**config.mk**
```make
export PLATFORM = sky130hd
export DESIGN_NAME = base64_decoder_top
export DESIGN_NICKNAME = d
export VERILOG_FILES = /design/src/hw/rtl/b64d_pkg.sv /design/src/hw/rtl/base64_decoder_top.sv
export SDC_FILE = /design/constraint.sdc
export NUM_CORES = 1
export LEC_CHECK = 0
export BUFFER_PORTS_ARGS = -buffer_cell sky130_fd_sc_hd__buf_2
export CAP_MARGIN = 5
export CORE_MARGIN = 1
export CORE_UTILIZATION = 25
export DETAILED_ROUTE_END_ITERATION = 16
export PLACE_DENSITY_LB_ADDON = 0.1
export SLEW_MARGIN = 10
export SYNTH_ARGS = -nofsm -noshare
export SYNTH_HDL_FRONTEND = slang
export SYNTH_SLANG_ARGS = --single-unit
```
**constraint.sdc**
```tcl
create_clock -name i_clk -period 7.98 [get_ports i_clk]
set_input_delay 1.197 -clock i_clk [delete_from_list [all_inputs] [get_ports i_clk]]
set_output_delay 1.197 -clock i_clk [all_outputs]
set_load 0.005 [all_outputs]
```
**src/hw/rtl/b64d_pkg.sv**
```systemverilog
// Shared constants, result codes and character decode for the Base64 decoder.
package b64d_pkg;

    localparam int COUNT_WIDTH = 16;
    localparam int SYM_W       = 8;
    localparam int SEXTET_W    = 6;
    localparam int KIND_W      = 2;
    localparam int OUT_CNT_W   = 16;
    localparam int NSLOT       = 3;

    localparam logic [KIND_W-1:0] KIND_BYTE  = 2'd0;
    localparam logic [KIND_W-1:0] KIND_ERROR = 2'd1;
    localparam logic [KIND_W-1:0] KIND_DONE  = 2'd2;

    localparam logic [SYM_W-1:0] CH_UP_A  = 8'h41;
    localparam logic [SYM_W-1:0] CH_UP_Z  = 8'h5A;
    localparam logic [SYM_W-1:0] CH_LO_A  = 8'h61;
    localparam logic [SYM_W-1:0] CH_LO_Z  = 8'h7A;
    localparam logic [SYM_W-1:0] CH_DIG_0 = 8'h30;
    localparam logic [SYM_W-1:0] CH_DIG_9 = 8'h39;
    localparam logic [SYM_W-1:0] CH_PLUS  = 8'h2B;
    localparam logic [SYM_W-1:0] CH_SLASH = 8'h2F;
    localparam logic [SYM_W-1:0] CH_PAD   = 8'h3D;

    localparam logic [SYM_W-1:0] OFS_LOWER = 8'd26;
    localparam logic [SYM_W-1:0] OFS_DIGIT = 8'd52;
    localparam logic [SEXTET_W-1:0] SX_PLUS  = 6'd62;
    localparam logic [SEXTET_W-1:0] SX_SLASH = 6'd63;

    typedef logic [COUNT_WIDTH-1:0] t_count;

    // {bad, value}
    function automatic logic [SEXTET_W:0] sextet_of(input logic [SYM_W-1:0] ch);
        logic [SEXTET_W:0] s;
        begin
            s = {1'b1, {SEXTET_W{1'b0}}};
            if (ch >= CH_UP_A && ch <= CH_UP_Z) begin
                s = {1'b0, SEXTET_W'(ch - CH_UP_A)};
            end else if (ch >= CH_LO_A && ch <= CH_LO_Z) begin
                s = {1'b0, SEXTET_W'(ch - CH_LO_A + OFS_LOWER)};
            end else if (ch >= CH_DIG_0 && ch <= CH_DIG_9) begin
                s = {1'b0, SEXTET_W'(ch - CH_DIG_0 + OFS_DIGIT)};
            end else if (ch == CH_PLUS) begin
                s = {1'b0, SX_PLUS};
            end else if (ch == CH_SLASH) begin
                s = {1'b0, SX_SLASH};
            end
            return s;
        end
    endfunction

    function automatic t_count sat_inc(input t_count x);
        begin
            return (x == '1) ? x : t_count'(x + 1'b1);
        end
    endfunction

endpackage

```
**src/hw/rtl/base64_decoder_top.sv**
```systemverilog
// Base64 decoder top level: group assembly, byte extraction and three-deep result buffer.
// The first result word is valid in the cycle after the character word is accepted.
// Throughput: one character per cycle while the result side accepts; a word giving two or three results (a group of two
//   or three bytes, or an end marker after an open group) holds the input while the result buffer drains,
//   one word per cycle when the result side is ready.
// Reset: synchronous, active low; clears group state and count and empties the result buffer at once.
module base64_decoder_top (
    input  logic                               i_clk,
    input  logic                               i_rst_n,
    input  logic                               i_in_valid,
    output logic                               o_in_ready,
    input  logic [b64d_pkg::SYM_W-1:0]         i_symbol,
    input  logic                               i_end_marker,
    output logic                               o_out_valid,
    input  logic                               i_out_ready,
    output logic [b64d_pkg::SYM_W-1:0]         o_data_byte,
    output logic [b64d_pkg::KIND_W-1:0]        o_kind,
    output logic [b64d_pkg::OUT_CNT_W-1:0]     o_decoded_count,
    output logic                               o_last
);
    import b64d_pkg::*;

    logic [1:0]          r_pos, n_pos;
    logic [SEXTET_W-1:0] r_held [3];
    logic [SEXTET_W-1:0] n_held [3];
    logic                r_third, n_third;
    logic                r_stop, n_stop;
    t_count              r_total, n_total;

    logic [1:0]          r_left;
    logic [1:0]          n_num;
    logic [SYM_W-1:0]    r_byte [NSLOT];
    logic [KIND_W-1:0]   r_kind [NSLOT];
    t_count              r_cnt  [NSLOT];
    logic [SYM_W-1:0]    n_byte [NSLOT];
    logic [KIND_W-1:0]   n_kind [NSLOT];
    t_count              n_cnt  [NSLOT];

    logic                accept, take;
    logic [SEXTET_W:0]   sx;
    logic                is_pad, pad_ok, bad;
    logic [SEXTET_W-1:0] v;
    t_count              c1, c2, c3;
    logic [SYM_W-1:0]    b0, b1, b2;

    assign o_out_valid     = (r_left != 2'd0);
    assign take            = o_out_valid && i_out_ready;
    assign o_in_ready      = (r_left == 2'd0) || (r_left == 2'd1 && i_out_ready);
    assign accept          = i_in_valid && o_in_ready;
    assign o_data_byte     = r_byte[0];
    assign o_kind          = r_kind[0];
    assign o_decoded_count = OUT_CNT_W'(r_cnt[0]);
    assign o_last          = (r_left == 2'd1);

    assign sx     = sextet_of(i_symbol);
    assign is_pad = (i_symbol == CH_PAD);
    assign pad_ok = is_pad && r_pos[1];
    assign bad    = sx[SEXTET_W] && !pad_ok;
    assign v      = pad_ok ? '0 : sx[SEXTET_W-1:0];

    assign c1 = sat_inc(r_total);
    assign c2 = sat_inc(c1);
    assign c3 = sat_inc(c2);

    assign b0 = {r_held[0], r_held[1][5:4]};
    assign b1 = {r_held[1][3:0], r_held[2][5:2]};
    assign b2 = {r_held[2][1:0], v};

    always_comb begin
        n_pos   = r_pos;
        n_held  = r_held;
        n_third = r_third;
        n_stop  = r_stop;
        n_total = r_total;
        n_num   = 2'd0;
        for (int k = 0; k < NSLOT; k++) begin
            n_byte[k] = '0;
            n_kind[k] = KIND_BYTE;
            n_cnt[k]  = r_total;
        end

        if (i_end_marker) begin
            if (!r_stop && r_pos != 2'd0) begin
                n_kind[0] = KIND_ERROR;
                n_kind[1] = KIND_DONE;
                n_num     = 2'd2;
            end else begin
                n_kind[0] = KIND_DONE;
                n_num     = 2'd1;
            end
            n_pos   = '0;
            n_held  = '{default: '0};
            n_third = 1'b0;
            n_stop  = 1'b0;
            n_total = '0;
        end else if (r_stop) begin
            n_num = 2'd0;
        end else if (bad) begin
            n_kind[0] = KIND_ERROR;
            n_num     = 2'd1;
            n_stop    = 1'b1;
        end else if (r_pos != 2'd3) begin
            n_held[r_pos] = v;
            if (r_pos == 2'd2) begin
                n_third = is_pad;
            end
            n_pos = r_pos + 2'd1;
        end else begin
            n_byte[0] = b0;
            n_cnt[0]  = c1;
            n_byte[1] = b1;
            n_cnt[1]  = c2;
            n_byte[2] = b2;
            n_cnt[2]  = c3;
            if (r_third) begin
                n_num   = 2'd1;
                n_total = c1;
            end else if (is_pad) begin
                n_num   = 2'd2;
                n_total = c2;
            end else begin
                n_num   = 2'd3;
                n_total = c3;
            end
            n_pos   = '0;
            n_held  = '{default: '0};
            n_third = 1'b0;
        end
    end

    always_ff @(posedge i_clk) begin
        if (!i_rst_n) begin
            r_pos   <= '0;
            r_held  <= '{default: '0};
            r_third <= 1'b0;
            r_stop  <= 1'b0;
            r_total <= '0;
            r_left  <= '0;
        end else if (accept) begin
            r_pos   <= n_pos;
            r_held  <= n_held;
            r_third <= n_third;
            r_stop  <= n_stop;
            r_total <= n_total;
            r_left  <= n_num;
        end else if (take) begin
            r_left  <= r_left - 2'd1;
        end
    end

    always_ff @(posedge i_clk) begin
        if (accept) begin
            r_byte <= n_byte;
            r_kind <= n_kind;
            r_cnt  <= n_cnt;
        end else if (take) begin
            for (int k = 0; k < NSLOT - 1; k++) begin
                r_byte[k] <= r_byte[k+1];
                r_kind[k] <= r_kind[k+1];
                r_cnt[k]  <= r_cnt[k+1];
            end
        end
    end

endmodule

```
# Word-level counts from Yosys, hierarchy flattened
# Index checks and enable logic that the tools add are counted.
totals:
  regBits: 116
  latch_bits: 0
  mem_bits_rw: 0
  mem_bits_ro: 0
  output_inout_bits: 29
  wordCells: 132
  n_memories: 0
classes:
  n_addsub: 10
  mul: 0
  n_div: 0
  order_cmp: 8
  eq_ne: 13
  shift: 0
  mux: 63
  bitwise_logic: 1
  n_reduce_logical: 21
op_table:
  columns: ["cell", "n"]
  rows:
  - ["two-way mux 48 bit", 4]
  - ["two-way mux 16 bit", 11]
  - ["two-way mux 24 bit", 4]
  - ["two-way mux 18 bit", 4]
  - ["two-way mux 32 bit", 2]
  - ["adder 16 x 1 -> 16 bit, second input constant", 3]
  - ["== test 16 bit, second input constant", 3]
  - ["two-way mux 7 bit", 5]
  - ["two-way mux 2 bit", 16]
  - ["== test 8 x 6 -> 1 bit, second input constant", 3]
  - ["bitwise mux 18 bit", 1]
  - [">= comparator 8 x 7 -> 1 bit, second input constant", 2]
  - ["<= comparator 8 x 7 -> 1 bit, second input constant", 2]
  - ["demux 6 bit (select 2 bit)", 1]
  - ["two-way mux 6 bit", 2]
  - ["subtractor 6 bit, second input constant", 2]
  - ["two-way mux 1 bit", 11]
  - ["logical AND 1 bit", 10]
  - [">= comparator 8 x 6 -> 1 bit, second input constant", 1]
  - ["<= comparator 8 x 6 -> 1 bit, second input constant", 1]
  - ["two-way mux 4 bit", 2]
  - ["inequality test 2 bit, second input constant", 4]
  - ["AND reduction 4 bit", 2]
  - ["adder 6 x 5 -> 6 bit, second input constant", 1]
  - ["16 further kinds", 19]

# Logic depth before layout (Yosys ltp)
# Gate-level depths: netlist (run 1).
depth:
  depth_word: 12
  mapped_depth: 23
  mapped_depth_nobuf: 18

# Worst setup path after synthesis (run 1)
# Ideal clock, no wire load.
synth_path:
  path_kind: "register to register"
  start: "reg r_total[0]"
  end: "reg r_cnt[12] (netlist bit) (data pin)"
  setup_time_ps: 256
  t_arrival_ps: 4541
  required_ps: 7724
  setup_slack_ps: 3183
  stages_incl_launch_ff: 22
  n_path_buf: 5
  synth_period_minus_slack_ps: 4797
  path_cell_list: "dfxtp_1 ha_1 and3_1 clkbuf_1 nand4_1 nand2_1 nand2_1 ha_1 and4b_1 and4_1 buf_4 nand3_2 buf_2 xor2_1 ha_1 o21ai_0 a2111oi_4 and4_1 buf_4 buf_4 nand4_1 a31o_2"
synth_rtl:
  columns: ["element", "line_no", "rtl"]
  rows:
  - ["start, declared", "base64_decoder_top.sv:28", "t_count r_total, n_total;"]
  - ["start signal, assigned", "base64_decoder_top.sv:144", "r_total <= n_total;"]
  - ["end signal, assigned", "base64_decoder_top.sv:155", "r_cnt <= n_cnt;"]
  - ["end signal, assigned by index", "base64_decoder_top.sv:160", "r_cnt[k] <= r_cnt[k+1];"]
  - ["end, declared", "base64_decoder_top.sv:34", "t_count r_cnt [NSLOT];"]

==> summary by stage, run 1 <==
Logic synthesis
After synthesis, the share of flip-flops with an asynchronous set or reset is 0. The post-synthesis sequential area ratio is 0.390. Synthesis produced a netlist whose cell count is 895. sky130_fd_sc_hd__edfxtp_1 takes more of the synthesized area than any other cell. The most used flip-flop cell after synthesis is sky130_fd_sc_hd__edfxtp_1.

The number of nets produced by synthesis is 926. The distinct cell type count after synthesis is 91. Yosys attributes the largest share of cell area to sky130_fd_sc_hd__edfxtp_1 (29%), sky130_fd_sc_hd__dfxtp_1 (10%), sky130_fd_sc_hd__nand2_1 (6.2%), sky130_fd_sc_hd__o21ai_0 (5.4%), sky130_fd_sc_hd__nor2_1 (4.0%). The area of the mapped netlist is about 7800 um^2. The mean post-synth cell area is 8.75 um^2.

The synthesized flop and latch total is around 120. The number of warnings reported in the yosys synthesis log is 0. The count of flip-flops with a built-in enable after synthesis is 75. The share of synthesized area in the top cell type comes to 0.288.

Setup path
Data on the critical path arrives at its endpoint at 6.56 ns. The worst setup path is captured at a flop. The startpoint class of the critical path is a flop. The largest incremental delay on the critical path is roughly 0.8 ns. For the worst setup path, the data required time is 8.11 ns. The setup path with the least slack is of type flop to flop. The cell occurring most often along the worst timing path is sky130_fd_sc_hd__ha_1. The maximum fanout count along the critical path is 14. The cell type of the slowest stage on the worst timing path is sky130_fd_sc_hd__and4_1. The signal on the critical path passes through ha_1, nand3_2, nor4_4, xnor2_1, ha_1, and4b_1, and4_1, nand3_2, xor2_1, ha_1, o21ai_0, a2111oi_4, and4_1, nand3_1, mux2i_1, o21ai_0.

Global routing
The number of antenna violations at the first check in global routing is 0. The via count of the first global-routing pass is 6329. Summed over all layers, the global routing overflow is 0. The first global-routing pass estimated approximately 40000 um of wire. The largest net degree at the start of global routing is 72. The total global routing track utilization is 0.168.

Placement
The total half-perimeter wirelength after legalization and detailed placement is approximately 18000 um. The total of buffers placed on input and output ports is 41. The count of placed standard cells including taps is 1252. The routability-driven placement congestion ratio is approximately 0.86.

STA
In the finished design, the share of the clock period the worst path needs comes to 0.805. The time the final worst path needs with I/O delays and setup is 6.42 ns. The final-report setup violation count is 0. The number of hold violations in the final report came to 0. At the pin with the least slew margin, the transition time is 1.11 ns.

Setup repair after global routing left no endpoint under its margin. The final count of pins violating max slew is 0. For this run, the top clock speed supported by timing is 156 MHz.

On the final layout, the worst clock skew is roughly 0.014 ns. Headroom to the max-slew limit came out at 0.241. The total negative slack for setup checks is 0 ns.

Floorplan
The die area is 32000 um^2. From left edge to right edge, the die measures 179 um. The number of core rows is 64. The height of the die is 179 um. The core box area is ~31000 um^2.

42 I/O pins were placed. For this configuration, the core starts out at a cell density of 0.255.

Detailed routing
The number of search-and-repair iterations in the first detailed-routing pass is 5. The count of nets left with antenna violations after detail routing is 0. After detailed routing, the number of remaining DRC violations is 0. After detailed routing, the total wire length is roughly 26000 um. The routed length per instance is between 15 and 20 um. The first routing iteration left 501 violations. The via count of the routed design is 6608. The ratio of routed vias to standard cells is 5.15.

Power and ir drop
Of the total power, the clock network draws 0.438. The sequential fraction of design power is 0.428. The switching power as a share of total power is 0.268. For this design the static power due to leakage is 3.11 nW. The internal power of the cells is ~1.3 mW. The areal power density over the cells is 206 nW/um^2. VDD sags by at most 0.127 mV. The combinational fraction of design power is 0.134.

The power spent charging and discharging nets is 0.479 mW.

Clocking
The tree built by TritonCTS fans out to 115 sinks. Clock-pin slew was measured on the worst setup and hold paths at 0.06 ns. The clock tree root driver cell is sky130_fd_sc_hd__clkbuf_16. The TritonCTS clock tree is done. The clock network latency to the later pin of the worst-skew pair is 0.43 ns.

The clock passes through at most 2 buffers. Buffers inserted to repair hold after CTS numbered 0. The post-CTS setup buffer count is 0. After clock tree synthesis, the repair step resized 0 gates. The TritonCTS buffer count is 17. The clock tree synthesis step divided the H-tree into 4 levels.

Job
The number of maximum-capacitance violations is 0.

Cells and area
The number of standard cells in the final layout excluding fillers is 1284. The area added between synthesis and finish is 11.1%. The final layout contains 906 nets. The repair_antennas step left the layout with diodes totalling 0. The fraction of final layout cells with drive strength greater than 1 is 0.135.

Status
The run finished with clean final reports.

Worst hold path
The type of the most critical hold path is flop to flop.
[registers in the layout, indices dropped and copies added (netlist names), 8 cells and up]
| name | count |
|---|---|
| r_total | 16 |
| o_decoded_count | 16 |
| r_byte | 16 |
| b0 | 8 |
| o_data_byte | 8 |
| b1 | 8 |
| r_cnt | 32 |
[worst paths after layout]
kind	startpoint	to	slack [ns]	depth (start not counted)
hold reg to reg	b1[7]	b1[7]	0.47	2
setup / recovery	r_total[0]	r_cnt[14]	1.56	16
setup reg to reg	r_total[0]	r_cnt[14]	1.56	16
hold / removal	b1[7]	b1[7]	0.47	2
[per-layer routing]
| metal | vias up | GRT usage | share of wire |
|---|---|---|---|
| met2 | 133 | 0.250 | 0.43 |
| met4 | 0 | 0.0438 | 0.011 |
| met5 | - | 0 | 0 |
| met1 | 3223 | 0.248 | 0.52 |
| met3 | 19 | 0.0265 | 0.034 |
| li1 | 3233 | - | - |
[layout by cell type (no fill, tap or decap), drive strengths merged, types with 6 or more instances in the layout]
| cell | count |
|---|---|
| inv | 19 |
| clkbuf | 18 |
| nor2b | 6 |
| a22oi | 16 |
| o21ai | 92 |
| and2 | 14 |
| edfxtp | 75 |
| o31ai | 11 |
| dfxtp | 40 |
| and3 | 12 |
| a211oi | 13 |
| nand2 | 131 |
| nor4 | 12 |
| nand3 | 19 |
| nor3 | 14 |
| clkinv | 9 |
| a31oi | 18 |
| mux2i | 12 |
| ha | 18 |
| buf | 49 |
| xor2 | 13 |
| o211ai | 7 |
| and4 | 11 |
| xnor2 | 23 |
| a21oi | 47 |
| nor2 | 83 |
| nand4 | 17 |
[power groups by stage]
stage                     sequential, mW  combinational (mW)  clock [mW]
final                              0.764               0.239       0.784
after global routing               0.774               0.277       0.824
after CTS                          0.766               0.249       0.802
after detailed placement           0.778               0.249           0
after global placement             0.776               0.252           0
after floorplan                    0.773               0.183           0
[cell type report]
cell class / count / area (um^2)
multi-input cells: 674 / 4220
clock inverters: 14 / 163
well taps: 396 / 495
clock buffers: 18 / 429
inverters: 18 / 67.6
fillers: 3285 / 22000
flip-flops and latches: 115 / 3050
repair buffers: 49 / 265
[logic make-up (layout without fill, tap and decap cells)]
kind of cell / count (synthesis) / in the layout / synth area share
compound gates: 266 / 266 / 0.230
simple gates: 338 / 338 / 0.217
xor+xnor: 36 / 36 / 0.0403
mux: 16 / 16 / 0.0232
fa+ha+maj: 18 / 18 / 0.0288
flops: 115 / 115 / 0.390
buf+inv: 106 / 99 / 0.0715
[Yosys cell counts (4+ instances only)]
library cell               count
sky130_fd_sc_hd__nor2_1       83
sky130_fd_sc_hd__a211oi_1     12
sky130_fd_sc_hd__o31ai_1      10
sky130_fd_sc_hd__a21oi_1      44
sky130_fd_sc_hd__edfxtp_1     75
sky130_fd_sc_hd__buf_2        12
sky130_fd_sc_hd__nand4_1      13
sky130_fd_sc_hd__nor2b_1       6
sky130_fd_sc_hd__xor2_1       13
sky130_fd_sc_hd__a31oi_1      18
sky130_fd_sc_hd__o21ai_1       7
sky130_fd_sc_hd__a21o_1        5
sky130_fd_sc_hd__mux2_2        4
sky130_fd_sc_hd__a22oi_1      16
sky130_fd_sc_hd__a311oi_1      4
sky130_fd_sc_hd__and3_1       12
sky130_fd_sc_hd__and4_1       10
sky130_fd_sc_hd__xnor2_1      23
sky130_fd_sc_hd__a22o_1        5
sky130_fd_sc_hd__nand2_1     129
sky130_fd_sc_hd__nor3_1       13
sky130_fd_sc_hd__and2_1       13
sky130_fd_sc_hd__nor4_1        9
sky130_fd_sc_hd__o211ai_1      7
sky130_fd_sc_hd__o22ai_1       4
sky130_fd_sc_hd__mux2i_1      10
sky130_fd_sc_hd__buf_4        33
sky130_fd_sc_hd__inv_1        18
sky130_fd_sc_hd__or2_2         4
sky130_fd_sc_hd__clkbuf_1     37
sky130_fd_sc_hd__o21a_1        5
sky130_fd_sc_hd__a31o_2        4
sky130_fd_sc_hd__nand3_1      17
sky130_fd_sc_hd__o21ai_0      85
sky130_fd_sc_hd__dfxtp_1      40
sky130_fd_sc_hd__ha_1         18
[critical path: cells and delay by family (launching register included)]
| family | cells | cell delay [ns] |
|---|---|---|
| xor+xnor | 2 | 0.72 |
| mux | 1 | 0.20 |
| simple gates | 7 | 2.84 |
| compound gates | 3 | 0.82 |
| fa+ha+maj | 3 | 0.90 |
| flops | 1 | 0.62 |
[per-stage QoR]
stage / hold WS (ns) / setup slack, ns / total power [mW] / util / cell area, um^2
4_1_cts: 0.466 / 1.62 / 1.82 / 0.283 / 8690
3_3_place_gp: 0.448 / 1.85 / 1.03 / 0.264 / 8100
2_1_floorplan: 0.425 / 3.18 / 0.956 / - / 7830
6_report: 0.471 / 1.56 / 1.79 / 0.283 / 8690
5_1_grt: 0.508 / 1.07 / 1.87 / 0.283 / 8690
3_5_place_dp: 0.450 / 1.63 / 1.03 / 0.264 / 8100
(Power assumes the default switching activity.)
==> inputs of run 2 (changes only) <==
- clock period: 7.98 -> 6.3 ns (I/O delays scaled with it)
==> summary by stage, run 2 (same netlist as run 1, synthesis figures left out) <==
Worst hold path
The type of the most critical hold path is flop to flop.

Setup path
Together, buffers and inverters on the worst path number 1. The cell occurring most often along the worst timing path is sky130_fd_sc_hd__ha_1. The worst setup path endpoint is r_total[3]. For the worst flop-to-flop path, the logic depth is 18. The start point of the critical path is r_total[0]. The endpoint of the worst-slack reg-to-reg timing path is r_total[3].

For flop-to-flop paths, the worst setup slack is 0.59 ns. The number of cells on the critical path is 18. The critical path goes through ha_1, nand3_2, nor4_4, xnor2_1, ha_1, and4b_1, and4_1, and3_1, nand2_1, nand2_1, ha_1, o21ai_0, a2111oi_4, and4_1, buf_4, a21oi_4, and4b_1, or3_1. In this run the worst path has a maximum fanout of 14. STA classifies the critical path startpoint as a flop. The kind of cell adding the most delay to the critical path is simple AND/OR/NAND/NOR gates. STA classifies the critical path endpoint as a flop. The cell type of the slowest stage on the worst timing path is sky130_fd_sc_hd__dfxtp_1. The arrival time at the worst endpoint is about 6 ns. The startpoint identified for the worst register-to-register timing path is r_total[0]. In this design, the stage delay of the slowest critical-path cell is slightly below 0.6 ns. The critical path start-end classification is flop to flop. STA puts the critical path data required time at roughly 6.6 ns.

Clocking
The longest clock path from root to sink contains 2 buffers. The clock tree synthesis step divided the H-tree into 4 levels. The clock transition time at the flip-flop clock pins of the worst setup and hold paths is around 0.060 ns. The clock network latency to the later pin of the worst-skew pair is 0.43 ns. Hold repair after CTS inserted 0 buffers. The post-cts sizing count is 0.

Counting the buffers created by CTS gives 17. TritonCTS built the clock tree. CTS saw 115 sinks.

The clock tree root driver cell is sky130_fd_sc_hd__clkbuf_16.

Placement
Once detailed placement completed, the half-perimeter wirelength came to 18400 um. At the end of routability-driven placement, the weighted congestion stood at about 0.87. The area after detailed placement is 8220 um^2. The total of buffers placed on input and output ports is slightly above 40.

STA
The slew at the pin closest to its max-slew limit is 1.04 ns. In this run the tightest slew margin relative to its limit is 0.303. In the final timing run, aggregate negative setup slack is 0 ns. The number of hold violations in the final report came to 0. The worst clock skew on the final layout is 0.0125 ns.

The timing-limited maximum frequency is around 180 MHz. Setup violations remaining at the end of the flow were counted as 0. Dividing the final minimum period by the clock period gives 0.907. The final count of pins violating max slew is 0. Setup repair after global routing left no endpoint under its margin. The time the final worst path needs with I/O delays and setup is 5.71 ns.

Job
Across the run, the number of max-cap violations was 0.

Floorplan
The total area inside the core boundary comes to 30700 um^2. The height of the die is 179 um. The boundary pin count is 42. The floorplan has 64 rows. The die area is around 32000 um^2. The effective utilization at floorplan is 0.255. From left edge to right edge, the die measures 179 um.

Detailed routing
Dividing the detail-routed wire length by the instance count gives 20.0 um. The number of search-and-repair iterations in the first detailed-routing pass is 5. The wire length on met2 is approximately 11000 um. The final routed DRC violation total is 0.

After detailed routing, the wire length on met1 is 13400 um. Wire segments on met3 add up to roughly 1100 um in the final route. The highest routed metal layer is met4. The ratio of routed vias to standard cells is between 5 and 6. The count of nets left with antenna violations after detail routing is 0. The via count of the routed design is 6602.

The total wire length after detailed routing is 26000 um. The count of routing violations after the opening detailed-route iteration is 522.

Cells and area
The area added between synthesis and finish is 12.3%. Leaving out fill and tap cells, the most frequent cells in the layout are sky130_fd_sc_hd__nand2_1 (128), sky130_fd_sc_hd__o21ai_0 (85), sky130_fd_sc_hd__nor2_1 (82). The register with the most flip-flops is r_cnt. The net total in the final layout is between 900 and 1000. The count of filler cells inserted in the layout is 3312. The area taken by flip-flops and latches is 3050 um^2. The flip-flop count of the largest register after layout is 32. The number of antenna diodes in the final layout is 0. The multi-input combinational cell area is 4220 um^2.

The area of all placed cells without fillers is 8790 um^2. The library cell used most frequently in the layout, excluding fill and tap cells, is sky130_fd_sc_hd__nand2_1. The fraction of final layout cells with drive strength greater than 1 is 0.154.

Global routing
The first-pass GRT wire length is 39800 um. Across every metal layer, demand over resource in global routing totals 0.169. The number of antenna violations at the first check in global routing was 0. The largest net degree at the start of global routing is 72. The via count of the first global-routing pass is between 6000 and 7000. Global routing finished with a remaining overflow of 0.

Power and ir drop
The areal power density over the cells is around 250 nW/um^2. The static power due to leakage is 3.17 nW. The maximum vdd drop is 0.150 mV.

Status
The run finished with clean final reports.
==> run 2: cell types whose count changed in the layout (fill, tap and decap cells not counted), sizes merged <==
cell / change
clkinvlp: +3
inv: +3
bufinv: -3
clkbuf: +4
buf: +17
clkinv: -7
==> run 2: cell type report <==
| class | instances | share of cell area |
|---|---|---|
| multi-input combinational | 674 | 0.480 |
| sequential | 115 | 0.347 |
| tap | 396 | 0.0564 |
| clock buffer | 22 | 0.0552 |
| timing repair buffer | 66 | 0.0447 |
| clock inverter | 10 | 0.00826 |
| inverter | 18 | 0.00769 |
==> run 2: worst register-to-register path: stages (launching register included) <==
cell,delay [ns]
sky130_fd_sc_hd__dfxtp_1,0.59
sky130_fd_sc_hd__ha_1,0.33
sky130_fd_sc_hd__nand3_2,0.28
sky130_fd_sc_hd__nor4_4,0.43
sky130_fd_sc_hd__xnor2_1,0.23
sky130_fd_sc_hd__ha_1,0.30
sky130_fd_sc_hd__and4b_1,0.31
sky130_fd_sc_hd__and4_1,0.35
sky130_fd_sc_hd__and3_1,0.42
sky130_fd_sc_hd__nand2_1,0.10
sky130_fd_sc_hd__nand2_1,0.16
sky130_fd_sc_hd__ha_1,0.24
sky130_fd_sc_hd__o21ai_0,0.19
sky130_fd_sc_hd__a2111oi_4,0.57
sky130_fd_sc_hd__and4_1,0.26
sky130_fd_sc_hd__buf_4,0.24
sky130_fd_sc_hd__a21oi_4,0.11
sky130_fd_sc_hd__and4b_1,0.20
sky130_fd_sc_hd__or3_1,0.29
==> run 2: through the flow <==
stage	power, mW	setup WS (ns)	cells	hold slack (ns)	utilization
floorplan	1.21	1.50	895	0.425	-
global placement	1.30	0.588	1268	0.458	0.268
detailed placement	1.30	0.429	1268	0.456	0.268
CTS	2.24	0.413	1300	0.470	0.286
global route	2.31	0.159	1301	0.496	0.287
finish	2.20	0.586	1301	0.461	0.287
==> run 2: routing by layer <==
| layer | global-route usage | up-vias |
|---|---|---|
| li1 | - | 3264 |
| met2 | 0.247 | 154 |
| met1 | 0.248 | 3161 |
| met4 | 0.0579 | 0 |
| met3 | 0.0293 | 23 |
| met5 | 0 | - |
==> run 2: power by group <==
part	internal (mW)	switching (mW)	total, mW
logic	0.0969	0.209	0.306
clock network	0.549	0.374	0.923
registers	0.943	0.0256	0.968
total	1.59	0.609	2.20
==> run 2: how the worst min path moves through the flow <==
stage	startpoint	endpoint	slack, ns	cells past startpoint
finish	b1[7]	b1[7]	0.46	2
detailed placement	b1[7]	b1[7]	0.46	2
CTS	b1[7]	b1[7]	0.47	2
global placement	b1[7]	b1[7]	0.46	2
floorplan	b0[1]	b0[1]	0.42	2
global route	b1[7]	b1[7]	0.50	2
==> run 2: repair_timing <==
item / CTS / global route
endpoints found under the setup margin: 0 / 3
buffers inserted: 0 / 1
endpoints found under the hold margin: 0 / 0
==> inputs of run 3 (changes only) <==
- ABC_AREA: default -> 1
- RECOVER_POWER: default -> 50
- clock period: 6.3 -> 4.61 ns (I/O delays scaled with it)
==> summary by stage, run 3 <==
Floorplan
Measured along the x axis, the die boundary spans about 180 um. The floorplan step defined a die boundary enclosing 31800 um^2. After floorplanning, the core was sized to cover between 30000 and 40000 um^2. For this configuration, the core starts out at a cell density of 0.254.

The height of the die is 178 um. After floorplanning, the core was divided into 64 placement rows. For this design the top-level I/O count stands at 42.

Cells and area
The final layout contains 1083 nets. The fraction of final layout cells with drive strength greater than 1 is 0.125. The count of filler cells inserted in the layout is 3359. The area added between synthesis and finish is 14.0%. The flip-flop count of the largest register after layout is 32. In the layout the commonest cells are sky130_fd_sc_hd__nand2_1 (268), sky130_fd_sc_hd__inv_1 (102), sky130_fd_sc_hd__nor2_1 (96). The library cell used most frequently in the layout, excluding fill and tap cells, is sky130_fd_sc_hd__nand2_1. The register with the most flip-flops is r_cnt. The diode insertion count for antenna repair is 0. The final standard cell utilization of the core is 0.290.

Detailed routing
The ratio of routed vias to standard cells is 4.69. Summing over every cut layer, the via total after detailed routing is around 6900. Wire segments on met3 add up to 905 um in the final route.

The total wire length after detailed routing is between 20000 and 30000 um. After detailed routing, the met2 layer carries 10900 um of wire. The pre-antenna-repair detailed-routing pass consisted of 5 iterations. The routed length per instance is 17.5 um. For this block, wires on met1 add up to 13400 um. The detailed router finished its first iteration with about 480 violations.

The count of nets left with antenna violations after detail routing is 0. The final routed DRC violation total is 0. The highest routed metal layer is met4.

Global routing
Summed over all layers, the global routing overflow is 0. For this run, the total global-route usage over all layers was measured as 0.170. Entering global routing, the biggest net connects 62 pins. The via count of the first global-routing pass came to 6687.

The number of antenna violations at the first check in global routing is 0. The first-pass GRT wire length is 40300 um.

Setup path
The worst register-to-register path begins at r_total[0]. For the worst flop-to-flop path, the logic depth is 22. The arrival time at the worst endpoint is ~4.5 ns. The maximum fanout count along the critical path is 17.

The worst register-to-register path ends at r_total[11]. The kind of capture point of the worst setup path is a flop. The register-to-register setup slack is 0.49 ns.

The critical path data required time is 4.94 ns. The worst setup path is launched from a flop. The critical path start-end classification is flop to flop.

Placement
The total of buffers placed on input and output ports is 41. The total half-perimeter wirelength after legalization and detailed placement is 18700 um. Routability-driven placement finished with a final weighted congestion of 0.877.

STA
At the pin with the least slew margin, the transition time is ~1.6 ns. The smallest clock period supported by the final layout is computed as 4.12 ns. Headroom to the max-slew limit came out at -0.0940. Setup repair after global routing left no endpoint under its margin. Setup violations remaining at the end of the flow were counted as 0. The post-route fraction of the period consumed by the critical path is 0.894.

The worst clock skew on the final layout is between 0.01 and 0.015 ns. The final count of pins violating max slew is 93. Timing would allow up to 243 MHz. The total negative slack for setup checks is 0 ns.

The number of hold violations in the final report is 0.

Worst hold path
In this run the most critical hold path is launched from b1[1]. The number of stages on the worst hold path is 2. The type of the most critical hold path is flop to flop. The hold-critical path endpoint is b1[1].

Power and ir drop
The maximum vdd drop is 0.299 mV. The areal power density over the cells is 476 nW/um^2. Summed over all cells, the static leakage comes to 3.41 nW. Overall power consumption after layout is estimated at 4.22 mW.

Logic synthesis
The mean post-synth cell area is 7.49 um^2. The count of flip-flops with a built-in enable after synthesis is between 70 and 80. The commonest cells after synthesis are sky130_fd_sc_hd__nand2_1 (269), sky130_fd_sc_hd__inv_1 (103), sky130_fd_sc_hd__nor2_1 (96). The synthesized design contains approximately 120 register bits.

The distinct cell type count after synthesis is 51. Yosys attributes the largest share of cell area to sky130_fd_sc_hd__edfxtp_1 (29%), sky130_fd_sc_hd__nand2_1 (13%), sky130_fd_sc_hd__dfxtp_1 (10%), sky130_fd_sc_hd__inv_1 (5.0%), sky130_fd_sc_hd__nand3_1 (4.7%). During synthesis, Yosys emitted a total of 0 warnings. The cell area that synthesis handed to floorplanning was around 7800 um^2. Yosys instantiated no cell more often than sky130_fd_sc_hd__nand2_1.

The area share of the largest cell type after synthesis is 0.290. The post-synthesis sequential area ratio is 0.393. The biggest area contributor in the post-synthesis netlist is sky130_fd_sc_hd__edfxtp_1. For this run, the leading register cell type out of synthesis is sky130_fd_sc_hd__edfxtp_1.

The cell count after synthesis is 1038. The proportion of synthesized flip-flops having asynchronous set or reset is 0. When the netlist entered floorplanning its net count stood at 1069.

Job
The number of maximum-capacitance violations is 2.

Clocking
The clock network latency to the later pin of the worst-skew pair is around 0.43 ns. The number of sinks handled by clock tree synthesis is 115. The buffer depth of the longest clock path is 2. The H-tree was split into 4 levels. Gates resized during post-CTS repair numbered 0. The clock transition time at the flip-flop clock pins of the worst setup and hold paths is approximately 0.06 ns. The TritonCTS clock tree is done. The clock tree root driver cell is sky130_fd_sc_hd__clkbuf_16. The post-CTS setup buffer count is 0. The number of clock buffers added by TritonCTS is 17. The hold buffer count at CTS is 0.

Status
The run finished, with violations left. The checks that failed: max-capacitance violations, max-slew violations.
[run 3: cell types whose count changed after synthesis, sizes merged, moves of 11 or more]
cell	before	now
a21oi	47	71
a31oi	18	5
and2	14	1
and3	12	0
and4	11	0
clkbuf	38	27
inv	18	110
mux2i	12	0
nand2	131	288
nand3	19	83
nor2	83	112
nor4	12	1
o21ai	92	52
xnor2	23	5
[run 3: power breakdown]
group / total (mW) / internal, mW / switching, mW / leakage (nW)
combinational: 1.06 / 0.310 / 0.753 / 2.01
sequential: 1.66 / 1.57 / 0.0931 / 1.08
clock: 1.50 / 0.966 / 0.532 / 0.315
[run 3: worst max path at each step]
stage / end / from / slack, ns
3_5_place_dp: r_total[6] / i_symbol[0] / 0.56
3_3_place_gp: r_total[6] / i_symbol[0] / 0.56
4_1_cts: r_cnt[11] / r_total[0] / 0.54
2_1_floorplan: r_total[6] / i_symbol[2] / 1.25
5_1_grt: r_cnt[11] / r_total[0] / 0.13
6_report: r_total[11] / r_total[0] / 0.49
[run 3: metal layers]
| layer | up-vias | GRT usage |
|---|---|---|
| li1 | 3471 | - |
| met1 | 3220 | 0.251 |
| met2 | 142 | 0.254 |
| met3 | 19 | 0.0262 |
| met4 | 0 | 0.0427 |
| met5 | - | 0 |
[run 3: critical path, cell delays in order, from the launching register on]
cell                      delay (ns)
sky130_fd_sc_hd__dfxtp_1        0.36
sky130_fd_sc_hd__ha_1           0.30
sky130_fd_sc_hd__inv_2          0.07
sky130_fd_sc_hd__nor2_4         0.20
sky130_fd_sc_hd__nand2_4        0.10
sky130_fd_sc_hd__nor2_1         0.23
sky130_fd_sc_hd__nand2_1        0.10
sky130_fd_sc_hd__nand2_2        0.16
sky130_fd_sc_hd__ha_1           0.30
sky130_fd_sc_hd__nand3_4        0.15
sky130_fd_sc_hd__nor2_8         0.19
sky130_fd_sc_hd__nand3_4        0.23
sky130_fd_sc_hd__nand2_1        0.29
sky130_fd_sc_hd__nand2_1        0.14
sky130_fd_sc_hd__nor2_2         0.16
sky130_fd_sc_hd__nand3_2        0.16
sky130_fd_sc_hd__inv_2          0.11
sky130_fd_sc_hd__nand3_4        0.20
sky130_fd_sc_hd__nand3_1        0.24
sky130_fd_sc_hd__nand2_1        0.07
sky130_fd_sc_hd__nand2_1        0.08
sky130_fd_sc_hd__nand2_1        0.05
sky130_fd_sc_hd__a21oi_1        0.14
[run 3: final cells by class]
class / instances / area, um^2 / area share
Timing Repair Buffer: 62 / 328 / 0.0370
Multi-Input combinational cell: 743 / 3910 / 0.441
Clock buffer: 18 / 429 / 0.0484
Sequential cell: 115 / 3050 / 0.344
Inverter: 113 / 427 / 0.0481
Tap cell: 396 / 495 / 0.0559
Clock inverter: 14 / 224 / 0.0253
[run 3: metrics by stage]
step	area, um^2	setup slack, ns	std cells	hold WS (ns)
4_1_cts	8910	0.536	1461	0.469
3_5_place_dp	8260	0.561	1429	0.455
5_1_grt	8860	0.128	1461	0.477
2_1_floorplan	7770	1.25	1038	0.439
6_report	8860	0.489	1461	0.472
3_3_place_gp	8260	0.558	1429	0.460
[run 3: cell families after synthesis]
family / synth area share
AO/OA/AOI/OAI: 0.143
XOR/XNOR: 0.0304
adder cells (fa/ha/maj): 0.0290
buffers and inverters: 0.105
flip-flops: 0.393
AND/OR/NAND/NOR: 0.300
